**src/rtl/deq_pkg.sv**
```systemverilog
// ----------------------------------------------------------------------------
// deq_pkg
// shared constants, codes and control types of the double-ended queue
// ----------------------------------------------------------------------------
package deq_pkg;

  localparam int DEPTH      = 16;
  localparam int DATA_WIDTH = 32;
  localparam int IDX_W      = (DEPTH > 1) ? $clog2(DEPTH) : 1;
  localparam int COUNT_W    = 5;
  localparam int CMD_W      = 3;
  localparam int STATUS_W   = 2;
  localparam int RES_W      = 32;

  typedef logic [DATA_WIDTH-1:0] data_t;
  typedef logic [IDX_W-1:0]      idx_t;
  typedef logic [COUNT_W-1:0]    count_t;
  typedef logic [RES_W-1:0]      res_t;

  typedef enum logic [CMD_W-1:0] {
    CMD_PUSH_FRONT = 3'd0,
    CMD_PUSH_BACK  = 3'd1,
    CMD_POP_FRONT  = 3'd2,
    CMD_POP_BACK   = 3'd3,
    CMD_PEEK_FRONT = 3'd4,
    CMD_PEEK_BACK  = 3'd5
  } cmd_t;

  typedef enum logic [STATUS_W-1:0] {
    ST_OK    = 2'd0,
    ST_FULL  = 2'd1,
    ST_EMPTY = 2'd2
  } status_t;

  typedef enum logic [0:0] {
    S_IDLE   = 1'b0,
    S_FINISH = 1'b1
  } state_t;

  // controller to datapath
  typedef struct packed {
    logic accept;
    logic load_result;
  } deq_ctrl_t;

  // datapath to controller
  typedef struct packed {
    logic out_stall;
  } deq_stat_t;

endpackage

```
**src/rtl/deq_req_if.sv**
```systemverilog
// ----------------------------------------------------------------------------
// deq_req_if
// request channel: command and data word
// ----------------------------------------------------------------------------
interface deq_req_if;
  import deq_pkg::*;

  logic                   valid;
  logic                   ready;
  logic [CMD_W-1:0]       command;
  logic [DATA_WIDTH-1:0]  value;

  modport source (output valid, output command, output value, input ready);
  modport sink   (input valid, input command, input value, output ready);
endinterface

```
**src/rtl/deq_rsp_if.sv**
```systemverilog
// ----------------------------------------------------------------------------
// deq_rsp_if
// response channel: result word, status and entry count
// ----------------------------------------------------------------------------
interface deq_rsp_if;
  import deq_pkg::*;

  logic                 valid;
  logic                 ready;
  logic [RES_W-1:0]     value_res;
  logic [STATUS_W-1:0]  status;
  logic [COUNT_W-1:0]   count;

  modport source (output valid, output value_res, output status, output count, input ready);
  modport sink   (input valid, input value_res, input status, input count, output ready);
endinterface

```
**src/rtl/deq_ctrl.sv**
```systemverilog
// ----------------------------------------------------------------------------
// deq_ctrl
// sequencer: takes an item, then hands its result to the output register
// ----------------------------------------------------------------------------
module deq_ctrl (
  input  logic               clk,
  input  logic               rst,
  input  logic               in_valid,
  output logic               in_ready,
  input  deq_pkg::deq_stat_t stat,
  output deq_pkg::deq_ctrl_t ctrl
);
  import deq_pkg::*;

  state_t state;
  state_t state_next;

  always_ff @(posedge clk) begin
    if (rst) begin
      state <= S_IDLE;
    end else begin
      state <= state_next;
    end
  end

  always_comb begin
    state_next = state;
    case (state)
      S_IDLE: begin
        if (in_valid) begin
          state_next = S_FINISH;
        end
      end
      S_FINISH: begin
        if (!stat.out_stall) begin
          state_next = S_IDLE;
        end
      end
      default: begin
        state_next = S_IDLE;
      end
    endcase
  end

  always_comb begin
    in_ready         = 1'b0;
    ctrl.accept      = 1'b0;
    ctrl.load_result = 1'b0;
    case (state)
      S_IDLE: begin
        in_ready    = 1'b1;
        ctrl.accept = in_valid;
      end
      S_FINISH: begin
        ctrl.load_result = !stat.out_stall;
      end
      default: begin
        in_ready = 1'b0;
      end
    endcase
  end

endmodule

```
**src/rtl/deq_dpath.sv**
```systemverilog
// ----------------------------------------------------------------------------
// deq_dpath
// circular store, front index, entry count and result register
// ----------------------------------------------------------------------------
module deq_dpath (
  input  logic                          clk,
  input  logic                          rst,
  input  deq_pkg::deq_ctrl_t            ctrl,
  output deq_pkg::deq_stat_t            stat,
  input  logic [deq_pkg::CMD_W-1:0]     command,
  input  logic [deq_pkg::DATA_WIDTH-1:0] value,
  input  logic                          out_ready,
  output logic                          out_valid,
  output logic [deq_pkg::RES_W-1:0]     value_res,
  output logic [deq_pkg::STATUS_W-1:0]  status,
  output logic [deq_pkg::COUNT_W-1:0]   count
);
  import deq_pkg::*;

  localparam int SUM_W = IDX_W + 1;

  data_t   mem [DEPTH];
  data_t   rd_data;
  idx_t    front;
  count_t  entry_count;
  status_t p_status;
  count_t  p_count;
  logic    p_use_data;

  logic    full;
  logic    empty;
  idx_t    front_dec;
  idx_t    front_inc;
  idx_t    tail_slot;
  idx_t    last_slot;
  idx_t    wr_addr;
  idx_t    rd_addr;
  logic    wr_en;
  idx_t    front_next;
  count_t  entry_count_next;
  status_t status_now;
  logic    use_data_now;

  function automatic idx_t slot_after(input idx_t base, input idx_t offset);
    logic [SUM_W-1:0] s;
    s = {1'b0, base} + {1'b0, offset};
    if (s >= SUM_W'(DEPTH)) begin
      s = s - SUM_W'(DEPTH);
    end
    return s[IDX_W-1:0];
  endfunction

  assign full  = (entry_count == COUNT_W'(DEPTH));
  assign empty = (entry_count == '0);

  assign front_dec = (front == '0) ? IDX_W'(DEPTH - 1) : (front - idx_t'(1));
  assign front_inc = slot_after(front, idx_t'(1));
  assign tail_slot = slot_after(front, entry_count[IDX_W-1:0]);
  assign last_slot = slot_after(front, entry_count[IDX_W-1:0] - idx_t'(1));

  always_comb begin
    wr_en            = 1'b0;
    wr_addr          = tail_slot;
    rd_addr          = front;
    front_next       = front;
    entry_count_next = entry_count;
    status_now       = ST_OK;
    use_data_now     = 1'b0;
    case (command)
      CMD_PUSH_FRONT: begin
        wr_addr = front_dec;
        if (full) begin
          status_now = ST_FULL;
        end else begin
          wr_en            = 1'b1;
          front_next       = front_dec;
          entry_count_next = entry_count + count_t'(1);
        end
      end
      CMD_PUSH_BACK: begin
        if (full) begin
          status_now = ST_FULL;
        end else begin
          wr_en            = 1'b1;
          entry_count_next = entry_count + count_t'(1);
        end
      end
      CMD_POP_FRONT: begin
        if (empty) begin
          status_now = ST_EMPTY;
        end else begin
          use_data_now     = 1'b1;
          front_next       = front_inc;
          entry_count_next = entry_count - count_t'(1);
        end
      end
      CMD_POP_BACK: begin
        rd_addr = last_slot;
        if (empty) begin
          status_now = ST_EMPTY;
        end else begin
          use_data_now     = 1'b1;
          entry_count_next = entry_count - count_t'(1);
        end
      end
      CMD_PEEK_FRONT: begin
        if (empty) begin
          status_now = ST_EMPTY;
        end else begin
          use_data_now = 1'b1;
        end
      end
      CMD_PEEK_BACK: begin
        rd_addr = last_slot;
        if (empty) begin
          status_now = ST_EMPTY;
        end else begin
          use_data_now = 1'b1;
        end
      end
      default: begin
        status_now = ST_OK;
      end
    endcase
  end

  // store: one write port, one registered read port
  always_ff @(posedge clk) begin
    if (ctrl.accept && wr_en) begin
      mem[wr_addr] <= value;
    end
    if (ctrl.accept) begin
      rd_data <= mem[rd_addr];
    end
  end

  always_ff @(posedge clk) begin
    if (rst) begin
      front       <= '0;
      entry_count <= '0;
    end else if (ctrl.accept) begin
      front       <= front_next;
      entry_count <= entry_count_next;
    end
  end

  always_ff @(posedge clk) begin
    if (ctrl.accept) begin
      p_status   <= status_now;
      p_count    <= entry_count_next;
      p_use_data <= use_data_now;
    end
  end

  // result register
  always_ff @(posedge clk) begin
    if (rst) begin
      out_valid <= 1'b0;
    end else if (ctrl.load_result) begin
      out_valid <= 1'b1;
    end else if (out_ready) begin
      out_valid <= 1'b0;
    end
  end

  always_ff @(posedge clk) begin
    if (ctrl.load_result) begin
      value_res <= p_use_data ? RES_W'(rd_data) : '0;
      status    <= p_status;
      count     <= p_count;
    end
  end

  assign stat.out_stall = out_valid && !out_ready;

endmodule

```
**src/rtl/double_ended_queue.sv**
```systemverilog
// ----------------------------------------------------------------------------
// double_ended_queue
// bounded double-ended queue of data words in a circular store
//
//   channel    role   fields
//   request    sink   command, value
//   response   source value_res, status, count
//
// each item is taken in S_IDLE, which updates the indexes and reads the store into
// its read register, and finished in S_FINISH, which loads that read into the result register
// the next item is taken while a result still waits in the result register
// a stalled response holds the sequencer in S_FINISH
// reset (rst, synchronous) empties the queue; store contents are not cleared
// ----------------------------------------------------------------------------
module double_ended_queue (
  input logic          clk,
  input logic          rst,
  deq_req_if.sink      request,
  deq_rsp_if.source    response
);
  import deq_pkg::*;

  deq_ctrl_t ctrl;
  deq_stat_t stat;

  deq_ctrl u_ctrl (
    .clk      (clk),
    .rst      (rst),
    .in_valid (request.valid),
    .in_ready (request.ready),
    .stat     (stat),
    .ctrl     (ctrl)
  );

  deq_dpath u_dpath (
    .clk       (clk),
    .rst       (rst),
    .ctrl      (ctrl),
    .stat      (stat),
    .command   (request.command),
    .value     (request.value),
    .out_ready (response.ready),
    .out_valid (response.valid),
    .value_res (response.value_res),
    .status    (response.status),
    .count     (response.count)
  );

endmodule
```
**src/flat_wrapper.sv**
```systemverilog
// flat-port wrapper written by rule: the top's interface ports become plain ports
module double_ended_queue_flat import deq_pkg::*;
  (clk, rst, request_valid, request_command, request_value, request_ready, response_valid, response_value_res, response_status, response_count, response_ready);
  deq_req_if request_i ();
  deq_rsp_if response_i ();
  input logic clk;
  input logic rst;
  input wire logic [$bits(request_i.valid)-1:0] request_valid;
  input wire logic [$bits(request_i.command)-1:0] request_command;
  input wire logic [$bits(request_i.value)-1:0] request_value;
  output wire logic [$bits(request_i.ready)-1:0] request_ready;
  output wire logic [$bits(response_i.valid)-1:0] response_valid;
  output wire logic [$bits(response_i.value_res)-1:0] response_value_res;
  output wire logic [$bits(response_i.status)-1:0] response_status;
  output wire logic [$bits(response_i.count)-1:0] response_count;
  input wire logic [$bits(response_i.ready)-1:0] response_ready;
  assign request_i.valid = request_valid;
  assign request_i.command = request_command;
  assign request_i.value = request_value;
  assign request_ready = request_i.ready;
  assign response_valid = response_i.valid;
  assign response_value_res = response_i.value_res;
  assign response_status = response_i.status;
  assign response_count = response_i.count;
  assign response_i.ready = response_ready;
  double_ended_queue u_core (.clk(clk), .rst(rst), .request(request_i), .response(response_i));
endmodule
```
**config.mk**
```make
export PLATFORM = sky130hd
export DESIGN_NAME = double_ended_queue_flat
export DESIGN_NICKNAME = d
export VERILOG_FILES = /design/src/rtl/deq_pkg.sv /design/src/rtl/deq_req_if.sv /design/src/rtl/deq_rsp_if.sv /design/src/rtl/deq_ctrl.sv /design/src/rtl/deq_dpath.sv /design/src/rtl/double_ended_queue.sv /design/src/flat_wrapper.sv
export SDC_FILE = /design/constraint.sdc
export NUM_CORES = 1
export LEC_CHECK = 0
export ABC_AREA = 1
export BUFFER_PORTS_ARGS = -buffer_cell sky130_fd_sc_hd__buf_2
export CORE_MARGIN = 2
export CORE_UTILIZATION = 60
export DETAILED_ROUTE_END_ITERATION = 10
export GPL_TIMING_DRIVEN = 1
export PLACE_DENSITY = 0.79
export SYNTH_ARGS = -nofsm -noshare
export SYNTH_HDL_FRONTEND = slang
export SYNTH_SLANG_ARGS = --single-unit
```
**constraint.sdc**
```tcl
create_clock -name clk -period 6.2 [get_ports clk]
set_clock_uncertainty 0.15 [all_clocks]
set_input_delay 0.93 -clock clk [delete_from_list [all_inputs] [get_ports clk]]
set_output_delay 0.93 -clock clk [all_outputs]
set_load 0.005 [all_outputs]
```
==> summary.txt <==
Critical path
  • Critical path class: flip-flop to flip-flop
  • Crit-path slowest cell: nor2_4
  • CP startpoint kind: flip-flop
  • Reg2Reg Depth: 8
  • Crit path from: u_core.u_dpath.front[1]$_SDFFE_PP0P_
  • FF-to-FF Start: u_core.u_dpath.front[1]$_SDFFE_PP0P_
  • Critical Path AT: 4.07 ns
  • CP dominant cell by count: inv_1
  • Worst Path Required: 6.34 ns
  • Cell breakdown of the critical path: inv_1 > fa_1 > xnor2_1 > inv_1 > o21ai_0 > nand2_1 > nor2_4 > buf_4
  • Worst-path fanout max: 17
  • Type of destination of the critical path: flip-flop
  • Slowest stage delay, CP: 0.76 ns

Timing
  • Max-slew violations: 0
  • Setup total negative slack: 0 ns
  • Final setup fails: 0
  • Period utilisation layout: 63.3%
  • Worst-Margin Slew: 1.38 ns
  • Rel. slew slack: 7.96%
  • Final setup margin: 2.27 ns
  • Fin. Hold Viols: 0
  • Hold WS: 0.271 ns
  • RSZ-0062 raised after global routing: false
  • Fmax achieved: 0.255 GHz
  • Min Tclk post-route: 3.93 ns

Placed design
  • Port Buffers: 79
  • Placer Congestion: 0.842
  • Detailed placement HPWL: 32700 µm
  • # placed instances: 2978
  • Place WS: 2.02 ns
  • Placed Instance Area: 27200 µm²

Yosys
  • Post-Syn Nets: 2461
  • Largest family of logic cells by synthesized area: simple AND/OR/NAND/NOR gates
  • Synthesized flop and latch total: 602
  • Mux cell area share after synthesis: 0%
  • Count leader, synth: edfxtp_1
  • Yosys cell types: 33
  • Register area share after synthesis: 68.3%
  • Synth Area in Compound Gates: 0.880%
  • Commonest cells in the netlist: edfxtp_1 (591), nand3_1 (533), inv_1 (486)
  • Top cells by area, synth: edfxtp_1 (68%), nand3_1 (10%), inv_1 (6.9%)
  • Post-synthesis async set-or-reset flop share: 0%
  • Xor and xnor area share after synthesis: 0.366%
  • Yosys top cell by area: edfxtp_1
  • Synth Area per Inst: 10.9 µm²
  • Cells after Synth: 2410
  • Prevailing post-synth register cell: edfxtp_1
  • Simple-gate portion of the synthesized area: 20.3%
  • Post-synthesis instance area: 26300 µm²
  • Yosys warnings: 0
  • EDFF count, synth: 591
  • Adder-cell share of the synthesized area: 0.628%
  • Synth top area share: 67.5%

Run status
  • Status: complete, no violations

Layout
  • Layout Nets: 2504
  • # fillers: 3072
  • Design area: 29300 µm²
  • Fin cells: 3090
  • Final core occ: 67.8%
  • Area delta synth->final: 11.4%
  • Share of cells above drive strength 1: 9.51%

Global routing
  • Met1 Usage GRT: 35.9%
  • Initial antenna violation count: 3
  • GR met3 Demand/Resource: 5.04%
  • Vias in the first global route: 17700
  • Met2 usage: 47.4%
  • GRT busiest layer: met2
  • First-pass GRT wire length: 96700 µm
  • Overflow after GRT: 0
  • GRT Util Overall: 28.3%
  • Largest net degree at the start of global routing: 131

Floorplan
  • Row cnt: 76
  • Core area: 43200 µm²
  • Die width: 213 µm
  • Initial Util: 60.9%
  • Boundary pin count: 80
  • Die H: 213 µm
  • Die area: 45500 µm²

Routing
  • Total Wirelength: 63000 µm
  • Drt initial violations: 2280
  • Via count: 17800
  • Final ANT Viol Nets: 0
  • Remaining DRCs: 0
  • DR pass1 iterations: 6
  • Avg WL per Cell: 20.4 µm
  • Via/cell ratio: 5.75

Power
  • Gate power share: 11.0%
  • Net Switching: 2.34 mW
  • Max IR drop VDD: 0.251 mV
  • Sw Ratio: 24.8%
  • Power density over cell area: 322 nW/µm²
  • Flop pwr share: 49.1%
  • Clock power frac: 39.9%
  • Internal power: 7.09 mW
  • Leak: 12.1 nW
  • Tot Pwr: 9.43 mW

Worst hold path
  • Worst hold path depth: 0
  • Hold Path Class: flip-flop to flip-flop
  • HP Start: u_core.u_dpath.p_count[1]$_DFFE_PP_

Clock network
  • Clock tree from TritonCTS: built
  • Cts bufs inserted: 58
  • Clock root buffer: clkbuf_16
  • Worst-Skew Late Latency: 0.63 ns
  • Setup bufs post-CTS: 0
  • H-tree levels: 2
  • CTS resizes: 0
  • Hold-fix buffers, CTS: 0
  • Clock buffer depth: 3
  • Clk pin slew, worst setup/hold paths: 0.06 ns
  • Clock sinks: 602

Run
  • MaxCap Viol Count: 0
registers in the layout, summed over array words and instances (netlist names):
register and cells:
u_core.u_dpath.mem 512, u_core.u_dpath.rd_data 32, u_core.u_dpath.value_res 32, u_core.u_dpath.count 5, u_core.u_dpath.entry_count 5, u_core.u_dpath.p_count 5
u_core.u_dpath.front 4, u_core.u_dpath.p_status 2, u_core.u_dpath.status 2, u_core.u_ctrl.state 1, u_core.u_dpath.out_valid 1, u_core.u_dpath.p_use_data 1
power groups by stage:
stage	Sequential, mW	Clock, mW	Combinational, mW
global route	4.63	3.94	1.13
global placement	4.71	0	0.988
detailed placement	4.72	0	1.02
floorplan	4.71	0	0.682
finish	4.63	3.76	1.04
CTS	4.63	3.79	1.02
cells in the final DEF (no fill, tap or decap), drive strengths merged:
master,count
edfxtp,591
nand3,536
inv,489
nand2,463
buf,110
nand3b,96
clkbuf,64
clkinv,28
nor2,27
o21ai,21
bufinv,11
dfxtp,11
a21oi,11
ha,10
xnor2,6
clkinvlp,6
xor2,5
nand4,5
diode,3
o211ai,3
a211oi,2
fa,2
or2,1
a22oi,1
o21a,1
o31ai,1
nor3,1
per-layer routing:
metal | wire length, µm | share of wire, % | up-vias
li1 | - | - | 8080
met1 | 24100 | 38 | 8514
met2 | 30700 | 49 | 989
met3 | 5870 | 9.3 | 179
met4 | 2370 | 3.8 | 0
met5 | 0 | 0 | -
critical path, delay by kind of cell (launching register included):
kind                       cells  cell delay [ns]
buffers and inverters          3             0.75
DFF                            1             0.53
xor gates and xnor gates       1             0.14
adders and majority gates      1             0.48
AOI/OAI and AO/OA              1             0.38
and+or+nand+nor                2             1.13
cell type report:
class                   count  area [µm²]  area share (%)
well taps                 585         732            2.50
diodes                      3        7.51          0.0256
repair buffers            110         666            2.27
inverters                 489        1840            6.27
multi-input cells        1192        6020            20.6
clock buffers              64        1500            5.11
flip-flops and latches    602       18000            61.4
clock inverters            45         548            1.87
cell families after synthesis:
kind of cell	Yosys count
AO/OA/AOI/OAI	40
XOR/XNOR	11
adder cells (fa/ha/maj)	12
buffers and inverters	616
flip-flops	602
AND/OR/NAND/NOR	1129
worst paths after layout:
check | to | slack, ns
setup reg to reg | u_core.u_dpath.mem[13][29]$_DFFE_PP_ | 2.27
hold reg to reg | u_core.u_dpath.count[1]$_DFFE_PP_ | 0.27
hold / removal | u_core.u_dpath.count[1]$_DFFE_PP_ | 0.27
setup / recovery | u_core.u_dpath.mem[13][29]$_DFFE_PP_ | 2.27
Power figures use the tool's default switching activity.
